<file path="src/design/iopb_pkg.sv">
package iopb_pkg;

  localparam int unsigned BITMAP_WORDS = 2048;
  localparam int unsigned WORD_BITS    = 32;

  localparam int unsigned OP_W       = 2;
  localparam int unsigned PORT_W     = 16;
  localparam int unsigned COUNT_W    = 17;
  localparam int unsigned OFF_W      = $clog2(WORD_BITS);
  localparam int unsigned WIDX_W     = (BITMAP_WORDS > 1) ? $clog2(BITMAP_WORDS) : 1;
  localparam int unsigned IDX_FULL_W = PORT_W - OFF_W;
  localparam int unsigned END_W      = COUNT_W + 1;
  localparam int unsigned LIMIT      = BITMAP_WORDS * WORD_BITS;

  localparam logic [WORD_BITS-1:0] ALL_ONES = {WORD_BITS{1'b1}};

  typedef enum logic [OP_W-1:0] {
    OP_GRANT  = 2'd0,
    OP_REVOKE = 2'd1,
    OP_READ   = 2'd2
  } op_e;

  typedef enum logic [1:0] {
    KIND_NONE,
    KIND_GRANT,
    KIND_REVOKE,
    KIND_READ
  } kind_e;

  typedef struct packed {
    kind_e             kind;
    logic              err;
    logic [WIDX_W-1:0] w0;
    logic [WIDX_W-1:0] w1;
    logic [OFF_W-1:0]  lo_off;
    logic [OFF_W-1:0]  hi_off;
  } cmd_t;

endpackage

</file>
<file path="src/design/iopb_cmd_queue.sv">
module iopb_cmd_queue import iopb_pkg::*; (
  input  logic clk_i,
  input  logic rst_ni,
  input  logic push_i,
  input  cmd_t cmd_i,
  output logic full_o,
  input  logic pop_i,
  output logic empty_o,
  output cmd_t head_o
);

  cmd_t       slot_q [2];
  logic       wr_ptr_q, wr_ptr_d;
  logic       rd_ptr_q, rd_ptr_d;
  logic [1:0] fill_q, fill_d;

  assign full_o  = (fill_q == 2'd2);
  assign empty_o = (fill_q == 2'd0);
  assign head_o  = slot_q[rd_ptr_q];

  always_comb begin
    wr_ptr_d = push_i ? !wr_ptr_q : wr_ptr_q;
    rd_ptr_d = pop_i ? !rd_ptr_q : rd_ptr_q;
    fill_d   = fill_q + {1'b0, push_i} - {1'b0, pop_i};
  end

  always_ff @(posedge clk_i or negedge rst_ni) begin
    if (!rst_ni) begin
      wr_ptr_q <= 1'b0;
      rd_ptr_q <= 1'b0;
      fill_q   <= 2'd0;
    end else begin
      wr_ptr_q <= wr_ptr_d;
      rd_ptr_q <= rd_ptr_d;
      fill_q   <= fill_d;
    end
  end

  always_ff @(posedge clk_i) begin
    if (push_i) begin
      slot_q[wr_ptr_q] <= cmd_i;
    end
  end

endmodule

</file>
<file path="config.mk">
export PLATFORM = sky130hd
export DESIGN_NAME = iopb_cmd_queue
export DESIGN_NICKNAME = d
export VERILOG_FILES = /design/src/design/iopb_pkg.sv /design/src/design/iopb_cmd_queue.sv
export SDC_FILE = /design/constraint.sdc
export NUM_CORES = 1
export LEC_CHECK = 0
export ABC_AREA = 1
export ABC_CLOCK_PERIOD_IN_PS = 5350
export BUFFER_PORTS_ARGS = -buffer_cell sky130_fd_sc_hd__buf_2
export CORE_UTILIZATION = 55
export DETAILED_ROUTE_END_ITERATION = 7
export PLACE_DENSITY = 0.9
export SYNTH_ARGS = -nofsm -noshare
export SYNTH_HDL_FRONTEND = slang
export SYNTH_SLANG_ARGS = --single-unit
</file>
<file path="constraint.sdc">
create_clock -name clk_i -period 5.35 [get_ports clk_i]
set_input_delay 0.535 -clock clk_i [delete_from_list [all_inputs] [get_ports clk_i]]
set_output_delay 0.535 -clock clk_i [all_outputs]
set_load 0.005 [all_outputs]
</file>
; Yosys cells after proc, flatten, opt, wreduce, memory -nomap -nowiden
; Memory sizes are Yosys's and may differ from the RTL's.
; Cells that the tools add are included.
[totals]
ff_bits = 4
mem_bits_rw = 70
input_bits = 39
output_inout_bits = 37
word_cells = 12
n_memories = 1
[classes]
n_addsub = 2
eq_ne = 1
mux = 2
n_reduce_logical = 3
[memory_table]
columns = name, words, word_bits, read_ports, rd_ports_with_merged_regs, write_ports, line_no
row1 = slot_q, 2, 35, 1, 0, 1, iopb_cmd_queue.sv:12  ; cmd_t slot_q [2];
[ops]
columns = op, n
row1 = 2-bit by 1-bit adder with 2-bit output, 1
row2 = 2-bit equality test (second input constant), 1
row3 = 1-bit logical NOT, 2
row4 = 2-bit logical NOT, 1
row5 = 1-bit 2-to-1 mux, 2
row6 = 2-bit by 1-bit subtractor with 2-bit output, 1

; Logic depth before layout (Yosys ltp)
; Gate-level depths: netlist (run 1).
[logic_depth]
depth_word = 2
ltp_mapped = 7
mapped_depth_nobuf = 7

; Worst setup path before layout (run 1)
; Ideal clock, no wire load.
[synth_timing]
kind = input port to flip-flop
start = in push_i
end = mem slot_q[0][0] (netlist name), enable pin
setup_time_ns = 0.428
arrival_ns = 2.049
required_time_ns = 4.922
slack_ns = 2.873
cell_stages = 2
n_path_buf = 0
path_cell_list = inv_1 -> nor2_1
[synth_between]
elab_chain_cells = 2
[synth_lines]
columns = item, line_no
row1 = "start, declared", iopb_cmd_queue.sv:4  ; input logic push_i,
row2 = 1-bit 2-to-1 mux, iopb_cmd_queue.sv:40  ; if (push_i) begin
row3 = 1-bit 2-to-1 mux (implied by the code), iopb_cmd_queue.sv:41  ; slot_q[wr_ptr_q] <= cmd_i;
row4 = "end, declared", iopb_cmd_queue.sv:12
; No other way between the ends.

==> results by group, run 1 <==
Status
  • Status: finished, final reports clean

Die
  • Ports: 76
  • Chip width: between 70 and 80 µm
  • CORE AREA: 5140 µm²
  • Initial Util: a little under three fifths
  • DIE HEIGHT: 75.2 µm
  • Die Area: roughly 5700 µm²
  • Rows: 26

Yosys
  • Synth unique cells: 12
  • Yosys top cell area share: 71.2%
  • Syn Area/Cell: 14.2 µm²
  • Largest family of logic cells by synthesized area: compound AO/OA/AOI/OAI gates
  • Net Count, Synth: 249
  • Seq/Total Area, Yosys: 74.6%
  • Yosys top cell by area: edfxtp_1
  • Mux cell area share after synthesis: 0%
  • Top cells by area, synth: edfxtp_1 (71%), o21ai_2 (8.6%), inv_1 (5.3%)
  • Synthesized flop and latch total: 74
  • Synth Area in Simple Gates: under 10%
  • Synth Area in Compound Gates: 9.63%
  • Synth warn: 0
  • Adder-Cell Fraction of Synth Area: 0.848%
  • Cell Area, Synth: 2950 µm²
  • Syn Inst Count: 208
  • Xor-xnor portion of the synthesized cell area: 0.594%

Timing
  • Final Hold Fails: 0
  • Final clock skew: about 0.0069 ns
  • Final Max Slew Viols: 0
  • Fmax: between 300 and 400 MHz
  • Fin crit share: a little under half
  • Post-route worst setup slack: 2.79 ns
  • Total negative slack: 0 ns
  • Worst-Margin Slew: 1.02 ns
  • Min Tclk post-route: 2.56 ns
  • # setup viols final: 0
  • Unrepaired setup endpoints after global routing: false
  • Hold slack: ~0.39 ns
  • Rel. slew slack: between 30% and 40%

Worst setup path
  • Critical Path AT: 2.03 ns
  • Reg2reg start: wr_ptr_q
  • CP endpoint kind: output port
  • Crit start category: flop
  • Critical Path Start: rd_ptr_q
  • CP Data Required Time: 4.82 ns
  • Critical Path Fanout Max: 36
  • CP Class: reg -> out

Clocking
  • Clock tree root driver cell: clkbuf_8
  • Max H-tree Level: 3
  • Hold-fix buffers at CTS: 1
  • CTS Buffer Depth: 2
  • CTS Buf Count: 9
  • CTS Sinks: 74
  • Resized Gates After CTS: 0
  • Clock Latency Late Sink: 0.33 ns
  • Total setup buffers inserted after CTS: 0
  • Clock slew at reported path FFs: 0.07 ns
  • CTS tree: done

Detailed routing
  • Via count: 1748
  • Final WL: ~4.5 mm
  • Antenna viol nets, final: 0
  • Routed WL per cell: between 10 and 15 µm
  • DR pass1 iterations: 4
  • # DRC: 0
  • Starting DRT DRC Count: 90
  • Via/cell ratio: 4.82

Job
  • # Max-Cap Violations: 0

Global routing
  • GRT overflow: 0
  • Vias in the first global route: 1607
  • GR Util All Layers: 16.8%
  • First-pass GRT wire length: 6.47 mm
  • Initial antenna violation count: 0
  • Pin count of the biggest net entering global routing: 37

Layout
  • Layout area overhead: 19.6%
  • Share of layout cells above drive strength 1: 40.6%
  • Final nets: 330
  • Diodes inserted: 0
  • Final Cell Area: 3530 µm²

Power
  • Gate power share: 28.9%
  • Switching power: 0.548 mW
  • Leak: 1.54 nW
  • Clk pwr share: 22.3%
  • Internal cell power: 1.19 mW
  • Overall power: approximately 1.7 mW
  • Reg power frac: 48.8%
  • Peak supply drop: ~0.30 mV
  • Pwr dens: ~490 nW/µm²
  • Sw frac: 31.5%

Worst hold path
  • Worst hold-check path type: in -> reg
  • Worst Hold Launch: cmd_i[23]

Place
  • RD Place Congestion: between 0.7 and 0.8
  • DP Area: about 3300 µm²
  • Pre-CTS setup slack: a little over 3 ns
  • Dpl hpwl: 3.10 mm
  • Port buffer count: between 70 and 80
## Yosys cell counts
library cell   n
buf_6          7
buf_8          1
dfrtp_1        4
edfxtp_1      70
ha_1           2
inv_1         42
nand2_1       41
nand3_1        1
nor2_1         3
o21ai_1        6
o21ai_2       29
xor2_1         2
## worst paths after layout
kind	end	slack, ns	cells after the start
setup reg to reg	slot_q[1][32]	3.60	3
min in group asynchronous	fill_q[0]	0.54	2
hold reg to reg	wr_ptr_q	0.56	1
hold / removal	slot_q[0][23]	0.39	1
setup / recovery	head_o[32]	2.79	4
max in group asynchronous	rd_ptr_q	4.68	2
## power groups by stage
stage	clock (mW)	combinational, mW	sequential (mW)
3_5_place_dp	0	0.512	0.865
4_1_cts	0.393	0.514	0.852
2_1_floorplan	0	0.405	0.812
5_1_grt	0.412	0.576	0.866
6_report	0.388	0.503	0.851
3_3_place_gp	0	0.490	0.856
## per-stage QoR
stage          utilization (%)  cells
2_1_floorplan                -    208
3_3_place_gp              65.0    347
3_5_place_dp              65.0    347
4_1_cts                   68.6    363
5_1_grt                   68.6    363
6_report                  68.6    363
## layout make-up
cell class	instances	area, µm²
Sequential cell	74	2200
Fill cell	382	1610
Multi-Input combinational cell	84	504
Timing Repair Buffer	78	400
Inverter	42	158
Clock buffer	10	128
Tap cell	70	87.6
Clock inverter	5	46.3
## worst max-delay path, cell delays in order (launching register included)
cell and delay [ns]:
dfrtp_2 0.81, buf_4 0.52, nand2_1 0.12, o21ai_2 0.08, buf_2 0.13
## placed cells by master (no fill, tap or decap), types with 2 or more instances in the layout
| master | instances |
|---|---|
| ha_1 | 2 |
| inv_1 | 42 |
| clkbuf_8 | 9 |
| buf_2 | 75 |
| o21ai_1 | 6 |
| nor2_1 | 2 |
| edfxtp_1 | 70 |
| xor2_1 | 2 |
| buf_4 | 2 |
| o21ai_2 | 29 |
| dfrtp_1 | 3 |
| nand2_1 | 41 |
| clkinv_1 | 3 |
## cells by family (layout without fill, tap and decap cells)
| group | count (synthesis) | after routing |
|---|---|---|
| AO/OA/AOI/OAI | 35 | 35 |
| XOR/XNOR | 2 | 2 |
| adder cells (fa/ha/maj) | 2 | 2 |
| buffers and inverters | 50 | 135 |
| flip-flops | 74 | 74 |
| AND/OR/NAND/NOR | 45 | 45 |
## registers in the layout, summed over array words and instances, names as in the netlist
name	flops
slot_q	70
fill_q	2
wr_ptr_q	1
rd_ptr_q	1
## metal layers
metal / global-route usage [%] / routed length [µm] / vias to the layer above
met1: 15.4 / 1690 / 814
met4: 8.02 / 73 / 0
met5: 0 / 0 / -
met3: 7.10 / 274 / 8
met2: 31.5 / 2500 / 64
li1: - / - / 862
Power figures use the tool's default switching activity.
==> run 2, diff against run 1 <==
--- a/config.mk
+++ b/config.mk
@@ -6,11 +6,11 @@
 export NUM_CORES = 1
 export LEC_CHECK = 0
 export ABC_AREA = 1
-export ABC_CLOCK_PERIOD_IN_PS = 5350
+export ABC_CLOCK_PERIOD_IN_PS = 2500
 export BUFFER_PORTS_ARGS = -buffer_cell sky130_fd_sc_hd__buf_2
-export CORE_UTILIZATION = 55
+export CORE_UTILIZATION = 52
 export DETAILED_ROUTE_END_ITERATION = 7
-export PLACE_DENSITY = 0.9
+export PLACE_DENSITY = 0.87
 export SYNTH_ARGS = -nofsm -noshare
 export SYNTH_HDL_FRONTEND = slang
 export SYNTH_SLANG_ARGS = --single-unit
==> constraint.sdc (replaced) <==
create_clock -name clk_i -period 2.5 [get_ports clk_i]
set_input_delay 0.25 -clock clk_i [delete_from_list [all_inputs] [get_ports clk_i]]
set_output_delay 0.25 -clock clk_i [all_outputs]
set_load 0.005 [all_outputs]
==> results by group, run 2 (synthesized netlist as in run 1, its figures left out) <==
Place
  • Port buffer count: 75
  • Dpl hpwl: 2.90 mm
  • Pre-CTS setup slack: 0.891 ns
  • DP Area: 3370 µm²
  • Placed cell count: 351
  • RD Place Congestion: between 0.6 and 0.7

Clocking
  • Resized Gates After CTS: 0
  • Hold-fix buffers at CTS: 1
  • Clock Latency Late Sink: 0.34 ns
  • Total setup buffers inserted after CTS: 0
  • CTS Buffer Depth: 2
  • CTS Buf Count: 9
  • Clock tree root driver cell: clkbuf_8
  • CTS tree: done
  • Max H-tree Level: 3
  • CTS Sinks: 74
  • Clock slew at reported path FFs: roughly 0.080 ns

Detailed routing
  • Starting DRT DRC Count: between 80 and 90
  • Antenna viol nets, final: 0
  • # DRC: 0
  • Routed WL per cell: 11.8 µm
  • DR pass1 iterations: 4
  • Final WL: 4.33 mm
  • Via count: about 1700
  • Via/cell ratio: 4.66

Layout
  • Diodes inserted: 0
  • Area occupied by multi-input gates: between 500 and 600 µm²
  • Largest Register: slot_q
  • Layout area overhead: 22.9%
  • Final Util: 66.2%
  • Max FFs per register: 70
  • Most frequent cells in the layout: buf_2 (75), edfxtp_1 (70), inv_1 (42)
  • Final nets: 332
  • Top flop regs: slot_q: 70 flops, fill_q: 2 flops
  • Filler cells: 399
  • Most common cell after layout, fill and taps aside: buf_2
  • Final Non-Filler Cells: 368
  • Share of layout cells above drive strength 1: 42.2%
  • Final Cell Area: 3620 µm²
  • Register Area: 2200 µm²

Global routing
  • Vias in the first global route: between 1500 and 2000
  • Pin count of the biggest net entering global routing: 72
  • GRT overflow: 0
  • First-pass GRT wire length: ~7.1 mm
  • Initial antenna violation count: 1
  • GR Util All Layers: between 15 and 20%

Job
  • # Max-Cap Violations: 0

Worst hold path
  • Worst Hold Launch: cmd_i[8]
  • Worst hold-check path type: in -> reg
  • Hold endpoint: slot_q[0][8]
  • Hold Path Depth: 1

Die
  • Initial Util: a little over half
  • Ports: 76
  • Rows: 27
  • Chip width: 77.3 µm
  • CORE AREA: 5470 µm²
  • DIE HEIGHT: 77.3 µm
  • Die Area: 5980 µm²

Worst setup path
  • Crit start category: flop
  • Worst reg2reg setup slack: 0.91 ns
  • Critical Path Fanout Max: 71
  • CP Data Required Time: between 2 and 2.5 ns
  • CP Class: reg -> out
  • Critical Path AT: 1.41 ns
  • CP endpoint kind: output port
  • R2R depth: 2
  • Reg2reg start: wr_ptr_q
  • R2R Path End: slot_q[0][13]

Power
  • Leak: 1.58 nW
  • Overall power: 4.01 mW
  • Pwr dens: 1110 nW/µm²
  • Peak supply drop: 0.848 mV

Timing
  • # setup viols final: 0
  • Worst-Margin Slew: 0.581 ns
  • Fmax: 602 MHz
  • Hold slack: 0.0962 ns
  • Final Hold Fails: 0
  • Min Tclk post-route: about 1.7 ns
  • Rel. slew slack: 61.2%
  • Final clock skew: 0.00816 ns
  • Final Max Slew Viols: 0
  • Post-route worst setup slack: between 0.8 and 0.9 ns
  • Unrepaired setup endpoints after global routing: false
  • Fin crit share: roughly 66%
  • Total negative slack: 0 ns

Status
  • Status: finished, final reports clean
run 2: worst max-delay path by stage:
stage,slack [ns],from,end,depth (start not counted)
finish,0.84,rd_ptr_q,head_o[5],4
global route,0.75,rd_ptr_q,head_o[23],4
CTS,0.83,rd_ptr_q,head_o[5],4
detailed placement,0.89,wr_ptr_q,slot_q[0][26],2
global placement,0.91,wr_ptr_q,slot_q[0][26],2
floorplan,0.18,wr_ptr_q,slot_q[0][0],1
run 2: critical path, stage by stage, from the launching register on:
cell	delay, ns
dfrtp_2	0.37
buf_12	0.30
nand2_1	0.13
o21ai_2	0.08
buf_2	0.13
run 2: power by group:
part	total (mW)	switching, mW	internal, mW
Combinational	1.20	0.706	0.493
Clock	1.08	0.423	0.660
Sequential	1.72	0.0744	1.65
run 2: routing by layer:
metal / routed length, µm / GRT usage (%) / up-vias / share of wire, %
met4: 78 / 9.62 / 0 / 1.8
li1: - / - / 866 / -
met3: 299 / 7.02 / 9 / 6.9
met2: 2240 / 27.7 / 51 / 52
met5: 0 / 0 / - / 0
met1: 1720 / 17.2 / 790 / 40
run 2: layout make-up:
cell class | count | share of cell area, %
Inverter | 42 | 4.35
Clock inverter | 7 | 3.24
Multi-Input combinational cell | 84 | 13.9
Tap cell | 72 | 2.49
Clock buffer | 9 | 3.42
Sequential cell | 74 | 60.8
Timing Repair Buffer | 80 | 11.8
